### config.mk
export PLATFORM = sky130hd
export DESIGN_NAME = oversampled_uart_line_receiver_core_flat
export DESIGN_NICKNAME = d
export VERILOG_FILES = /design/src/sv/olr_pkg.sv /design/src/sv/olr_in_if.sv /design/src/sv/olr_out_if.sv /design/src/sv/oversampled_uart_line_receiver_core.sv /design/src/sv/olr_front.sv /design/src/sv/olr_evq.sv /design/src/sv/olr_back.sv /design/src/flat_wrapper.sv
export SDC_FILE = /design/constraint.sdc
export NUM_CORES = 1
export LEC_CHECK = 0
export ABC_AREA = 1
export BUFFER_PORTS_ARGS = -buffer_cell sky130_fd_sc_hd__buf_4
export CAP_MARGIN = 20
export CORE_ASPECT_RATIO = 1.75
export CORE_MARGIN = 3
export CORE_UTILIZATION = 30
export DETAILED_ROUTE_END_ITERATION = 8
export PLACE_DENSITY = 0.56
export SYNTH_ARGS = -nofsm -noshare
export SYNTH_HDL_FRONTEND = slang
export SYNTH_SLANG_ARGS = --single-unit
### constraint.sdc
create_clock -name clk_i -period 3.3 [get_ports clk_i]
set_input_delay 0.33 -clock clk_i [delete_from_list [all_inputs] [get_ports clk_i]]
set_output_delay 0.33 -clock clk_i [all_outputs]
set_load 0.01 [all_outputs]
### src/sv/olr_pkg.sv
`timescale 1ns / 1ps

package olr_pkg;

  localparam int unsigned MaxLineDefault = 256;
  localparam int unsigned EvqDepth       = 4;

  localparam logic [7:0] TermReset = 8'h0a;

  // frame tick positions, counted from the start edge
  localparam logic [5:0] BitTick0  = 6'd6;
  localparam logic [5:0] BitTick1  = 6'd10;
  localparam logic [5:0] BitTick2  = 6'd15;
  localparam logic [5:0] BitTick3  = 6'd19;
  localparam logic [5:0] BitTick4  = 6'd23;
  localparam logic [5:0] BitTick5  = 6'd27;
  localparam logic [5:0] BitTick6  = 6'd31;
  localparam logic [5:0] BitTick7  = 6'd35;
  localparam logic [5:0] PhaseDone = 6'd40;

  localparam logic ModeTick = 1'b0;
  localparam logic ModeArm  = 1'b1;
  localparam logic KindArm  = 1'b0;
  localparam logic KindByte = 1'b1;

  // event handed from the sampler side to line assembly
  typedef struct packed {
    logic       is_arm;
    logic [8:0] cap;
    logic [7:0] data;
  } evt_t;

  function automatic logic is_data_tick(input logic [5:0] p);
    return p inside {BitTick0, BitTick1, BitTick2, BitTick3,
                     BitTick4, BitTick5, BitTick6, BitTick7};
  endfunction

endpackage

### src/sv/olr_in_if.sv
`timescale 1ns / 1ps

interface olr_in_if;
  logic       valid;
  logic       ready;
  logic       mode;
  logic       rx_level;
  logic [8:0] arm_capacity;

  modport source (output valid, output mode, output rx_level, output arm_capacity,
                  input ready);
  modport sink   (input valid, input mode, input rx_level, input arm_capacity,
                  output ready);
endinterface

### src/sv/olr_out_if.sv
`timescale 1ns / 1ps

interface olr_out_if;
  logic       valid;
  logic       ready;
  logic       kind;
  logic       arm_busy;
  logic [7:0] rx_byte;
  logic       byte_stored;
  logic [7:0] store_index;
  logic       line_done;
  logic [7:0] line_length;

  modport source (output valid, output kind, output arm_busy, output rx_byte,
                  output byte_stored, output store_index, output line_done,
                  output line_length, input ready);
  modport sink   (input valid, input kind, input arm_busy, input rx_byte,
                  input byte_stored, input store_index, input line_done,
                  input line_length, output ready);
endinterface

### src/sv/oversampled_uart_line_receiver_core.sv
// Path: an item's result is held in the event queue and then in the registered result stage.
// Throughput: one item per cycle while the result side takes one per cycle; the
//   4-entry event queue between sampler and line assembly absorbs short stalls.
// Reset: rst_ni is asynchronous, active low; it idles the frame counter, disarms
//   the line, clears the queue and the result valid flag and sets the terminator to 0x0a.
`timescale 1ns / 1ps

module oversampled_uart_line_receiver_core #(
  parameter int unsigned MAX_LINE = olr_pkg::MaxLineDefault
) (
  input  logic       clk_i,
  input  logic       rst_ni,
  olr_in_if.sink     in_i,
  olr_out_if.source  out_o,
  input  logic       cfg_we_i,
  input  logic [7:0] cfg_wdata_i
);

  // Terminator register. The user must write it only while the block is idle (the
  // block itself does not enforce this), so the line assembly side can read it directly.
  logic [7:0] term_q;

  always_ff @(posedge clk_i or negedge rst_ni) begin
    if (!rst_ni) begin
      term_q <= olr_pkg::TermReset;
    end else if (cfg_we_i) begin
      term_q <= cfg_wdata_i;
    end
  end

  // Front: frame counter and bit sampling. Every tick transfer is consumed
  // here; only arm requests and completed bytes travel on as events.
  olr_pkg::evt_t push_evt, head_evt;
  logic          push, pop, evq_full, evq_empty;

  olr_front u_front (
    .clk_i      (clk_i),
    .rst_ni     (rst_ni),
    .in_i       (in_i),
    .evq_full_i (evq_full),
    .evt_push_o (push),
    .evt_o      (push_evt)
  );

  // Short event queue: lets the sampler keep taking ticks while the output
  // side is stalled.
  olr_evq u_evq (
    .clk_i   (clk_i),
    .rst_ni  (rst_ni),
    .push_i  (push),
    .evt_i   (push_evt),
    .pop_i   (pop),
    .full_o  (evq_full),
    .empty_o (evq_empty),
    .evt_o   (head_evt)
  );

  // Back: line assembly (arm state, line index, previous byte) and the
  // registered result stage.
  olr_back #(
    .MAX_LINE (MAX_LINE)
  ) u_back (
    .clk_i       (clk_i),
    .rst_ni      (rst_ni),
    .evq_empty_i (evq_empty),
    .evt_i       (head_evt),
    .term_i      (term_q),
    .pop_o       (pop),
    .out_o       (out_o)
  );

endmodule

### src/sv/olr_front.sv
`timescale 1ns / 1ps

module olr_front (
  input  logic          clk_i,
  input  logic          rst_ni,
  olr_in_if.sink        in_i,
  input  logic          evq_full_i,
  output logic          evt_push_o,
  output olr_pkg::evt_t evt_o
);

  logic       active_q, active_d;
  logic [5:0] phase_q, phase_d;
  logic [5:0] phase_inc;
  logic [7:0] shift_q, shift_d;
  logic       accept;

  assign in_i.ready = !evq_full_i;
  assign accept     = in_i.valid && in_i.ready;
  assign phase_inc  = phase_q + 6'd1;

  always_comb begin
    active_d   = active_q;
    phase_d    = phase_q;
    shift_d    = shift_q;
    evt_push_o = 1'b0;
    evt_o      = '0;
    if (accept) begin
      if (in_i.mode == olr_pkg::ModeArm) begin
        evt_push_o   = 1'b1;
        evt_o.is_arm = 1'b1;
        evt_o.cap    = in_i.arm_capacity;
      end else if (!active_q) begin
        if (!in_i.rx_level) begin
          active_d = 1'b1;
          phase_d  = '0;
        end
      end else begin
        phase_d = phase_inc;
        if (olr_pkg::is_data_tick(phase_inc)) begin
          shift_d = {in_i.rx_level, shift_q[7:1]};
        end
        if (phase_inc == olr_pkg::PhaseDone) begin
          active_d   = 1'b0;
          evt_push_o = 1'b1;
          evt_o.data = shift_d;
        end
      end
    end
  end

  always_ff @(posedge clk_i or negedge rst_ni) begin
    if (!rst_ni) begin
      active_q <= 1'b0;
      phase_q  <= '0;
      shift_q  <= '0;
    end else begin
      active_q <= active_d;
      phase_q  <= phase_d;
      shift_q  <= shift_d;
    end
  end

endmodule

### src/sv/olr_evq.sv
`timescale 1ns / 1ps

module olr_evq (
  input  logic          clk_i,
  input  logic          rst_ni,
  input  logic          push_i,
  input  olr_pkg::evt_t evt_i,
  input  logic          pop_i,
  output logic          full_o,
  output logic          empty_o,
  output olr_pkg::evt_t evt_o
);

  localparam int unsigned Depth = olr_pkg::EvqDepth;
  localparam int unsigned PtrW  = $clog2(Depth);
  localparam int unsigned CntW  = $clog2(Depth + 1);

  olr_pkg::evt_t    mem_q [Depth];
  logic [PtrW-1:0]  wr_ptr_q, rd_ptr_q;
  logic [CntW-1:0]  cnt_q;

  assign full_o  = (cnt_q == CntW'(Depth));
  assign empty_o = (cnt_q == '0);
  assign evt_o   = mem_q[rd_ptr_q];

  always_ff @(posedge clk_i) begin
    if (push_i) begin
      mem_q[wr_ptr_q] <= evt_i;
    end
  end

  always_ff @(posedge clk_i or negedge rst_ni) begin
    if (!rst_ni) begin
      wr_ptr_q <= '0;
      rd_ptr_q <= '0;
      cnt_q    <= '0;
    end else begin
      if (push_i) begin
        wr_ptr_q <= (wr_ptr_q == PtrW'(Depth - 1)) ? '0 : wr_ptr_q + PtrW'(1);
      end
      if (pop_i) begin
        rd_ptr_q <= (rd_ptr_q == PtrW'(Depth - 1)) ? '0 : rd_ptr_q + PtrW'(1);
      end
      if (push_i && !pop_i) begin
        cnt_q <= cnt_q + CntW'(1);
      end else if (pop_i && !push_i) begin
        cnt_q <= cnt_q - CntW'(1);
      end
    end
  end

endmodule

### src/sv/olr_back.sv
`timescale 1ns / 1ps

module olr_back #(
  parameter int unsigned MAX_LINE = olr_pkg::MaxLineDefault
) (
  input  logic          clk_i,
  input  logic          rst_ni,
  input  logic          evq_empty_i,
  input  olr_pkg::evt_t evt_i,
  input  logic [7:0]    term_i,
  output logic          pop_o,
  olr_out_if.source     out_o
);

  localparam int unsigned CapLimitInt = (MAX_LINE > 256) ? 256 : MAX_LINE;
  localparam logic [8:0]  CapLimit    = 9'(CapLimitInt);

  logic [8:0] armed_q, armed_d;
  logic [7:0] idx_q, idx_d;
  logic [7:0] prev_q, prev_d;
  logic       out_valid_q;

  logic       kind_d, busy_d, stored_d, done_d;
  logic [7:0] byte_d, sidx_d, len_d;
  logic [8:0] cap_clamp;

  logic       kind_q, busy_q, stored_q, done_q;
  logic [7:0] byte_q, sidx_q, len_q;

  assign pop_o     = !evq_empty_i && (!out_valid_q || out_o.ready);
  assign cap_clamp = (evt_i.cap > CapLimit) ? CapLimit : evt_i.cap;

  always_comb begin
    armed_d  = armed_q;
    idx_d    = idx_q;
    prev_d   = prev_q;
    kind_d   = olr_pkg::KindArm;
    busy_d   = 1'b0;
    byte_d   = '0;
    stored_d = 1'b0;
    sidx_d   = '0;
    done_d   = 1'b0;
    len_d    = '0;
    if (evt_i.is_arm) begin
      if (armed_q != '0) begin
        busy_d = 1'b1;
      end else begin
        idx_d   = '0;
        armed_d = cap_clamp;
      end
    end else begin
      kind_d = olr_pkg::KindByte;
      byte_d = evt_i.data;
      // store while the last slot stays free, once synced to a terminator or while a line is under way
      if ((({1'b0, idx_q} + 9'd1) < armed_q) && (prev_q == term_i || idx_q != '0)) begin
        stored_d = 1'b1;
        sidx_d   = idx_q;
        idx_d    = idx_q + 8'd1;
      end
      if (armed_q != '0 && evt_i.data == term_i) begin
        armed_d = '0;
        done_d  = 1'b1;
        len_d   = idx_d;
      end
      prev_d = evt_i.data;
    end
  end

  always_ff @(posedge clk_i or negedge rst_ni) begin
    if (!rst_ni) begin
      armed_q     <= '0;
      idx_q       <= '0;
      prev_q      <= '0;
      out_valid_q <= 1'b0;
    end else begin
      if (pop_o) begin
        armed_q <= armed_d;
        idx_q   <= idx_d;
        prev_q  <= prev_d;
      end
      if (pop_o) begin
        out_valid_q <= 1'b1;
      end else if (out_o.ready) begin
        out_valid_q <= 1'b0;
      end
    end
  end

  always_ff @(posedge clk_i) begin
    if (pop_o) begin
      kind_q   <= kind_d;
      busy_q   <= busy_d;
      byte_q   <= byte_d;
      stored_q <= stored_d;
      sidx_q   <= sidx_d;
      done_q   <= done_d;
      len_q    <= len_d;
    end
  end

  assign out_o.valid       = out_valid_q;
  assign out_o.kind        = kind_q;
  assign out_o.arm_busy    = busy_q;
  assign out_o.rx_byte     = byte_q;
  assign out_o.byte_stored = stored_q;
  assign out_o.store_index = sidx_q;
  assign out_o.line_done   = done_q;
  assign out_o.line_length = len_q;

endmodule

### src/flat_wrapper.sv
// flat-port wrapper written by rule: the top's interface ports become plain ports
module oversampled_uart_line_receiver_core_flat 
#(
  parameter int unsigned MAX_LINE = olr_pkg::MaxLineDefault
)
  (clk_i, rst_ni, cfg_we_i, cfg_wdata_i, in_i_valid, in_i_mode, in_i_rx_level, in_i_arm_capacity, in_i_ready, out_o_valid, out_o_kind, out_o_arm_busy, out_o_rx_byte, out_o_byte_stored, out_o_store_index, out_o_line_done, out_o_line_length, out_o_ready);
  olr_in_if in_i_i ();
  olr_out_if out_o_i ();
  input  logic clk_i;
  input  logic rst_ni;
  input  logic cfg_we_i;
  input  logic [7:0] cfg_wdata_i;
  input wire logic [$bits(in_i_i.valid)-1:0] in_i_valid;
  input wire logic [$bits(in_i_i.mode)-1:0] in_i_mode;
  input wire logic [$bits(in_i_i.rx_level)-1:0] in_i_rx_level;
  input wire logic [$bits(in_i_i.arm_capacity)-1:0] in_i_arm_capacity;
  output wire logic [$bits(in_i_i.ready)-1:0] in_i_ready;
  output wire logic [$bits(out_o_i.valid)-1:0] out_o_valid;
  output wire logic [$bits(out_o_i.kind)-1:0] out_o_kind;
  output wire logic [$bits(out_o_i.arm_busy)-1:0] out_o_arm_busy;
  output wire logic [$bits(out_o_i.rx_byte)-1:0] out_o_rx_byte;
  output wire logic [$bits(out_o_i.byte_stored)-1:0] out_o_byte_stored;
  output wire logic [$bits(out_o_i.store_index)-1:0] out_o_store_index;
  output wire logic [$bits(out_o_i.line_done)-1:0] out_o_line_done;
  output wire logic [$bits(out_o_i.line_length)-1:0] out_o_line_length;
  input wire logic [$bits(out_o_i.ready)-1:0] out_o_ready;
  assign in_i_i.valid = in_i_valid;
  assign in_i_i.mode = in_i_mode;
  assign in_i_i.rx_level = in_i_rx_level;
  assign in_i_i.arm_capacity = in_i_arm_capacity;
  assign in_i_ready = in_i_i.ready;
  assign out_o_valid = out_o_i.valid;
  assign out_o_kind = out_o_i.kind;
  assign out_o_arm_busy = out_o_i.arm_busy;
  assign out_o_rx_byte = out_o_i.rx_byte;
  assign out_o_byte_stored = out_o_i.byte_stored;
  assign out_o_store_index = out_o_i.store_index;
  assign out_o_line_done = out_o_i.line_done;
  assign out_o_line_length = out_o_i.line_length;
  assign out_o_i.ready = out_o_ready;
  oversampled_uart_line_receiver_core #(.MAX_LINE(MAX_LINE)) u_core (.clk_i(clk_i), .rst_ni(rst_ni), .in_i(in_i_i), .out_o(out_o_i), .cfg_we_i(cfg_we_i), .cfg_wdata_i(cfg_wdata_i));
endmodule
==> results of run 1 <==
cells in the mapped netlist (2+ instances only):
| master | count |
|---|---|
| sky130_fd_sc_hd__nand3_1 | 80 |
| sky130_fd_sc_hd__nor2_4 | 2 |
| sky130_fd_sc_hd__nand4_1 | 7 |
| sky130_fd_sc_hd__clkbuf_1 | 4 |
| sky130_fd_sc_hd__o21ai_0 | 39 |
| sky130_fd_sc_hd__edfxtp_1 | 100 |
| sky130_fd_sc_hd__xor2_1 | 14 |
| sky130_fd_sc_hd__inv_2 | 3 |
| sky130_fd_sc_hd__nand3b_1 | 4 |
| sky130_fd_sc_hd__xnor2_1 | 2 |
| sky130_fd_sc_hd__nand3_2 | 3 |
| sky130_fd_sc_hd__ha_1 | 20 |
| sky130_fd_sc_hd__nand2_1 | 201 |
| sky130_fd_sc_hd__dfstp_2 | 2 |
| sky130_fd_sc_hd__dfrtp_1 | 54 |
| sky130_fd_sc_hd__nor3_1 | 3 |
| sky130_fd_sc_hd__nor2_2 | 4 |
| sky130_fd_sc_hd__nor2_1 | 92 |
| sky130_fd_sc_hd__nand2_2 | 2 |
| sky130_fd_sc_hd__o22a_1 | 5 |
| sky130_fd_sc_hd__a21oi_1 | 13 |
| sky130_fd_sc_hd__o22ai_1 | 4 |
| sky130_fd_sc_hd__o21ai_1 | 10 |
| sky130_fd_sc_hd__inv_1 | 77 |
| sky130_fd_sc_hd__buf_2 | 11 |
final timing paths:
check | startpoint | to | slack, ps | cells after the start
setup reg to reg | u_core.u_front.phase_q[1] | u_core.u_evq.cnt_q[2] | 520 | 13
setup / recovery | u_core.u_front.phase_q[1] | u_core.u_evq.cnt_q[2] | 520 | 13
min in group clk_i | out_o_ready | u_core.u_back.out_o.valid | 100 | 2
hold / removal | rst_ni | u_core.term_q[0] | -1 | 1
hold reg to reg | u_core.u_front.shift_q[6] | u_core.u_front.shift_q[6] | 480 | 2
max in group asynchronous | rst_ni | u_core.u_evq.rd_ptr_q[0] | 2780 | 1
metal layers:
layer | up-vias | part of all wire (%) | routed length (um)
met1 | 2480 | 38 | 6060
met3 | 31 | 2.4 | 381
met5 | - | 0 | 0
li1 | 2668 | - | -
met2 | 99 | 57 | 8980
met4 | 0 | 2.7 | 425
per-stage QoR:
step / cells / hold slack [ps]
2_1_floorplan: 765 / 34.4
3_3_place_gp: 1121 / 461
3_5_place_dp: 1121 / 467
4_1_cts: 1153 / 23.0
5_1_grt: 1153 / 48.7
6_report: 1153 / -1.14
power breakdown:
group,internal [mW],switching [mW]
combinational,1.10,2.12
clock,1.37,0.797
sequential,2.67,0.248
state kept, by name (all words and copies together) (netlist names), 6 cells and up:
| name | flops |
|---|---|
| u_core.u_back.out_o.rx_byte | 8 |
| u_core.u_back.prev_q | 8 |
| u_core.u_back.out_o.line_length | 8 |
| u_core.u_front.phase_q | 6 |
| u_core.u_evq.mem_q | 72 |
| u_core.term_q | 8 |
| u_core.u_back.idx_q | 8 |
| u_core.u_front.shift_q | 8 |
| u_core.u_back.out_o.store_index | 8 |
| u_core.u_back.armed_q | 9 |
cell type report:
class                   instances  share of cell area (%)
multi-input cells             512                    28.9
flip-flops and latches        156                    50.2
inverters                      80                    3.42
well taps                     308                    4.39
repair buffers                 65                    5.56
clock inverters                13                    2.44
clock buffers                  19                    5.05
cells by family after synthesis:
group           share of synthesized area, %
fa+ha+maj                               3.69
buf+inv                                 5.31
xor+xnor                                1.91
simple gates                            23.3
compound gates                          5.55
flops                                   60.2
placed cells by master, fill, tap and decap left out, drive strengths merged, types with 7 or more instances in the layout:
| master | n |
|---|---|
| o21ai | 49 |
| xor2 | 14 |
| nand4 | 7 |
| nand2 | 203 |
| clkbuf | 19 |
| edfxtp | 100 |
| ha | 20 |
| a21oi | 13 |
| nor2 | 98 |
| buf | 65 |
| dfrtp | 54 |
| nand3 | 84 |
| inv | 82 |
critical path, cell delays in order (launching register included):
cell	delay, ps
sky130_fd_sc_hd__dfrtp_1	440
sky130_fd_sc_hd__ha_1	230
sky130_fd_sc_hd__nand3_1	100
sky130_fd_sc_hd__xor2_1	320
sky130_fd_sc_hd__nand3_1	180
sky130_fd_sc_hd__inv_1	90
sky130_fd_sc_hd__nand2_1	60
sky130_fd_sc_hd__o21ai_1	210
sky130_fd_sc_hd__ha_1	210
sky130_fd_sc_hd__inv_1	70
sky130_fd_sc_hd__fa_1	380
sky130_fd_sc_hd__a21oi_1	140
sky130_fd_sc_hd__o21ai_0	100
sky130_fd_sc_hd__xor2_1	150
==> impl.org, run 1 <==
** Logic synthesis
- Number of warnings reported in the yosys synthesis log :: 0
- Counting flops and latches in the post-synthesis netlist gives ~160.
- In this run, synthesis inferred 100 flip-flops with an integrated enable.
- Of the synthesized area, sequential elements account for 60.2%.
- When the netlist entered floorplanning its net count stood at between 800 and 900.
- In this run, distinct cell masters in the synthesized netlist total 34.
- Proportion of netlist area held by the largest area contributor :: 41.0%
- By area the synthesized netlist is led by sky130_fd_sc_hd__edfxtp_1 41%, sky130_fd_sc_hd__dfrtp_1 18%, sky130_fd_sc_hd__nand2_1 10%, sky130_fd_sc_hd__nand3_1 5.5%, sky130_fd_sc_hd__nor2_1 4.7%.
- Dominant synthesized flop cell :: sky130_fd_sc_hd__edfxtp_1
- Post-Syn Instances :: ~770
- Dominant cell type by area after synthesis :: sky130_fd_sc_hd__edfxtp_1
- Total standard cell area after synthesis :: approximately 7300 um^2
- A synthesized cell averages about 9.6 um^2.
- Asr flop ratio synth :: a little over a third

** Final layout
- Post-route standard cell area excluding fillers :: just under 9000 um^2
- Net total in the final layout :: between 800 and 900
- Compared with the post-synthesis result, the final layout area differs by 19.8%.
- Number of antenna diodes :: 0
- Of the cells placed in the final design, the portion with a size suffix greater than 1 is 13.6%.
- Counting the fill cells in the layout gives roughly 2400.
- Area of the multi-input gates :: 2530 um^2
- Summing all flip-flop and latch instances after layout gives between 4000 and 5000 um^2.
- End-of-flow core utilization :: between 30 and 40%

** Die
- The floorplan has 75 rows.
- For this configuration, the core starts out at a cell density of about 30%.
- I/O pin count :: 54
- The die is between 100 and 150 um wide.
- Height of the chip :: 213 um
- The die covers between 20000 and 30000 um^2.
- After floorplanning, the core was sized to cover approximately 24000 um^2.

** Setup path
- Data arrives at the worst endpoint at 3090 ps.
- Worst endpoint required time :: 3600 ps
- Category of the worst setup path launch point :: register
- Worst Path Max Fanout :: 6
- Critical path start-end classification :: reg -> reg
- Critical path capture point type :: register

** Clock tree
- Hold-fix buffers at CTS :: 0
- After clock tree synthesis, the clock-pin slew on the worst setup and hold paths is ~70 ps.
- Clk Tree Root Cell :: sky130_fd_sc_hd__clkbuf_16
- Post-CTS timing repair inserted 0 buffers for setup.
- CTS saw ~160 sinks.
- Count of H-tree levels built during CTS :: 4
- TritonCTS clock tree :: yes
- PostCTS Resize Cnt :: 0
- The clock reaches the later pin of the worst-skew pair after 420 ps.
- Buffers from clock root to sink, at most :: 2
- Inserted Clock Buffers :: 17

** Pwr
- Total power :: 8.30 mW
- Largest voltage drop on the vdd net :: roughly 0.42 mV
- Dividing total power by cell area gives a power density of ~950 nW/um^2.
- For this design the static power due to leakage is just under 4 nW.

** Global route
- Global routing usage on met2 :: roughly a quarter
- Global routing usage on met1 :: between 10% and 20%
- The initial antenna violation count was 0.
- Via count of the first global-routing pass :: roughly 5400
- Maximum number of pins on one net before global-route repair :: 57
- Overall fraction of global-route tracks in use :: about 13%
- After global routing the overflow that remains totals 0.
- Highest-utilization routing layer at the global route stage :: met2
- The first global-routing pass estimated 26200 um of wire.
- In the global route stage, met3 resource usage came out at around 2.4%.

** Timing
- Minimum setup slack in the final design :: approximately 520 ps
- Total of endpoints with negative setup slack in the final report :: 0
- Hold Worst Slack :: -1.14 ps
- Fin crit share :: 84.4%
- Worst clock skew :: approximately 15 ps
- The worst pin sits at a relative slew slack of a little under half.
- Slew Limit Fails :: 0
- Hold violation total from the final report :: 2
- Highest attainable clock frequency :: approximately 360 MHz
- Setup repair after global routing left no endpoint under its margin.
- For the finished layout, the period the worst path requires is about 2800 ps.
- Final setup TNS :: 0 ps
- Measured slew at the worst slew-check pin :: a little under 800 ps

** Outcome
- The final reports fail on hold timing.
- The flow ran to the end, but the final reports show violations.

** Flow run
- The tool flagged a number of max-cap violations equal to 0.

** Place
- The count of buffers added on input and output ports is between 50 and 60.
- Post-Place Worst Slack :: 493 ps
- Hpwl dp :: ~11000 um
- Cell Area, Placed :: just over 8000 um^2
- The congestion estimate from routability-driven global placement came to approximately 0.86.

** Worst hold path
- The min-delay analysis places its worst path in the category in -> async.

** Drt
- The first TritonRoute pass finished after 4 iterations.
- Vias per Instance :: 4.58
- After detailed routing, the total wire length is about 16000 um.
- DRC violations left :: 0
- In the final routed layout, each cell accounts on average for 13.7 um.
- The final route contains approximately 5300 vias.
- For this block, the initial DRC count from the detailed router was roughly 300.
- Post-DRT Antenna Nets :: 0
Power figures use the tool's default switching activity.
==> inputs of run 2 (changes only) <==
- clock period: 3.3 -> 2.8 ns (I/O delays scaled with it)
==> run 2 against run 1 <==
The flow now finishes without violations. Clock power grew 9%. Critical path depth is the same. Count of clock-buffer cells in the layout grew 2. Flip-flop and latch count is the same. Core utilization grew 0.38 points. Power grew 17%. Design area grew 1.0%. Clock skew shrank 1.8 ps.
==> impl.org, run 2 (synthesized netlist as in run 1, its figures left out) <==
** Drt
- The vias per cell was 4.54 (-0.88%).
- The violation count after the first detailed-route iteration is 255 (-14%).
- The total number of vias came to 5259 (-0.36%).
- Total wire length :: 15900 um (+0.62%)
- The routed length per instance came to 13.8 um (about the same).
- The first-pass iteration count of the detailed router was 4 (unchanged).
- Post-DRT Antenna Nets :: 0 (unchanged)
- DRC violations left :: 0 (unchanged)

** Timing
- Total of endpoints with negative setup slack in the final report :: 0 (unchanged)
- Worst clock skew :: 13.0 ps (-1.83 ps)
- The ratio of final minimum period to clock period was 93.3% (+9.0 points).
- Worst slew margin :: 49.1% (+1.9 points)
- The maximum clock frequency came to 383 MHz (+6.5%).
- Measured slew at the worst slew-check pin :: 764 ps (-29.2 ps)
- Hold violation total from the final report :: 0 (-2)
- The final critical path time including I/O delays and setup was 2610 ps (-171 ps).
- Slew Limit Fails :: 0 (unchanged)

** Final layout
- From synthesis to final layout, the design area changed by 21.0%.
- Top library cells by usage in the layout, fill and taps aside :: 199 x sky130_fd_sc_hd__nand2_1, 100 x sky130_fd_sc_hd__edfxtp_1, 91 x sky130_fd_sc_hd__nor2_1, 78 x sky130_fd_sc_hd__nand3_1, 77 x sky130_fd_sc_hd__inv_1
- The number of fill cells is 2447 (+0.25%).
- The largest registers in the layout are u_core.u_evq.mem_q (72), u_core.u_back.armed_q (9).
- The share of post-route cells with drive strength above 1 was 14.8% (+1.2 points).
- End-of-flow core utilization :: 36.9% (+0.38 points)
- Reg area :: 4410 um^2 (unchanged)
- Leading cell type in the layout, fill and taps excluded :: sky130_fd_sc_hd__nand2_1
- Counting flops per register, the top entry is u_core.u_evq.mem_q.
- Area of the multi-input gates :: 2570 um^2 (+1.5%)
- The count of antenna diodes in the layout was 0 (unchanged).
- Flip-flop count of the largest register, all copies and words added :: 72 (unchanged)
- The net count reported at finish is 883 (+0.68%).

** Global route
- Overall fraction of global-route tracks in use :: 12.8% (-0.028 points)
- The global-route wire length before repair came to 26000 um (-0.48%).
- The number of global-route vias before repair came to 5330 (-1.6%).
- The total global routing overflow was 0 (unchanged).
- The initial antenna violation count was 0 (unchanged).
- The maximum number of pins on one net before global-route repair was 57 (unchanged).

** Pwr
- The peak supply drop was 0.577 mV (+38%).
- Total power :: 9.75 mW (+17%)
- The standby leakage power was 3.91 nW (+0.75%).
- The share of power burned in the clock network was 24.2% (-1.9 points).
- The combinational power share was 40.5% (+1.7 points).
- Power per cell area :: 1100 nW/um^2 (+16%)
- Switching share of power :: 39.0% (+0.84 points)
- Cell-internal power :: 5.95 mW (+16%)
- Sequential cell fraction of total power :: 35.3% (+0.2 points)
- Net Switching :: 3.80 mW (+20%)

** Setup path
- The startpoint identified for the worst register-to-register timing path is u_core.u_back.idx_q[0].
- Data arrival time at the worst-slack endpoint :: 2780 ps (-310 ps)
- Category of the worst setup path launch point :: register
- The slack of the worst reg-to-reg path came to 190 ps (-330 ps).
- Capture point of the worst reg-to-reg path :: u_core.u_back.out_o.line_length[7]
- Critical path start-end classification :: reg -> reg
- Worst Path Max Fanout :: 7 (+1)
- Crit path launch :: u_core.u_back.idx_q[0]
- The length in cells of the worst reg-to-reg path is 13 (unchanged).
- STA classifies the critical path endpoint as a register.
- The required time of the critical path is 2970 ps (-630 ps).

** Clock tree
- Clock transition at the registers of the reported paths :: 70 ps (about the same)
- Inserted Clock Buffers :: 17 (unchanged)
- In this run the clock root is driven by a sky130_fd_sc_hd__clkbuf_16.
- Buffers from clock root to sink, at most :: 2 (unchanged)
- Clk_lat worst skew :: 420 ps (about the same)
- TritonCTS clock tree :: yes
- The number of clock sinks was 156 (unchanged).
- The level count of the clock H-tree is 4 (unchanged).

** Die
- The y dimension of the die is 213 um (unchanged).
- The number of cell rows is 75 (unchanged).
- Starting Density :: 30.5% (unchanged)
- I/O pin count :: 54 (unchanged)
- The chip width was 124 um (unchanged).
- Core region area :: 24000 um^2 (unchanged)
- Die Outline Area :: 26400 um^2 (unchanged)

** Place
- Hpwl dp :: 11600 um (+2.2%)
- Global placement routability congestion :: 0.906 (+5.2%)
- The number of I/O port buffers is 53 (unchanged).

** Worst hold path
- The worst hold path terminates at u_core.u_back.out_o.valid.
- The min-delay analysis places its worst path in the category in -> reg.
- In this run the most critical hold path is launched from out_o_ready.
- Worst Hold Path Cells :: 2

** Outcome
- Status :: complete, no violations

** Flow run
- The number of max-cap violations came to 0 (unchanged).
## run 2: per-layer routing
layer / vias to the layer above / GRT usage (%) / share of wire (%)
met4: 0 / 6.35 / 2.9
met2: 90 / 24.3 / 56
met5: - / 0 / 0
met3: 29 / 2.44 / 2.9
met1: 2465 / 13.1 / 38
li1: 2675 / - / -
## run 2: power groups by stage
stage	clock (mW)	combinational (mW)	sequential [mW]
global route	2.50	4.52	3.51
CTS	2.40	3.93	3.44
detailed placement	0	3.91	3.48
floorplan	0	2.62	3.54
global placement	0	3.87	3.47
finish	2.36	3.95	3.44
## run 2: stage by stage
stage                     hold WS [ps]  area [um^2]  TNS (ps)  std cells  setup WS (ps)
after floorplan                  -15.6         7330         0        765           20.5
after detailed placement           408         8200         0       1125            176
after global routing              52.3         8860     -22.3       1159          -16.6
after CTS                         26.0         8820         0       1158            141
after global placement             415         8200         0       1125            228
final                             37.5         8860         0       1159            187
## run 2: area by class of cell
class / instances / share of cell area, %
multi-input cells: 512 / 29.0
repair buffers: 71 / 6.61
inverters: 80 / 3.39
well taps: 308 / 4.35
clock inverters: 11 / 1.45
flip-flops and latches: 156 / 49.7
clock buffers: 21 / 5.44
## run 2: how the worst max path moves through the flow
stage	to	depth (start not counted)
6_report	u_core.u_back.out_o.line_length[7]	13
5_1_grt	u_core.u_back.out_o.line_length[4]	17
4_1_cts	u_core.u_back.out_o.line_length[6]	17
3_5_place_dp	u_core.u_back.out_o.line_length[2]	17
3_3_place_gp	u_core.u_back.out_o.line_length[6]	17
2_1_floorplan	u_core.u_evq.mem_q[0][0]	9
## run 2: worst max-delay path: stages, from the launching register on
cell and delay (ps):
sky130_fd_sc_hd__dfrtp_1 450, sky130_fd_sc_hd__ha_1 260, sky130_fd_sc_hd__nand2_2 120, sky130_fd_sc_hd__xor2_2 170
sky130_fd_sc_hd__ha_1 270, sky130_fd_sc_hd__a21oi_1 160, sky130_fd_sc_hd__o21ai_0 100, sky130_fd_sc_hd__nand2_1 60
sky130_fd_sc_hd__o211ai_1 120, sky130_fd_sc_hd__nor2_4 250, sky130_fd_sc_hd__buf_4 180, sky130_fd_sc_hd__nand3_1 90
sky130_fd_sc_hd__nand2_1 100, sky130_fd_sc_hd__nor2_1 40
## run 2: what timing repair did
action / in CTS / in global routing
setup buffers: 0 / 1
setup endpoints to repair: 0 / 25
gates resized for setup: 0 / 9
hold endpoints to repair: 54 / 0
hold buffers: 1 / 0
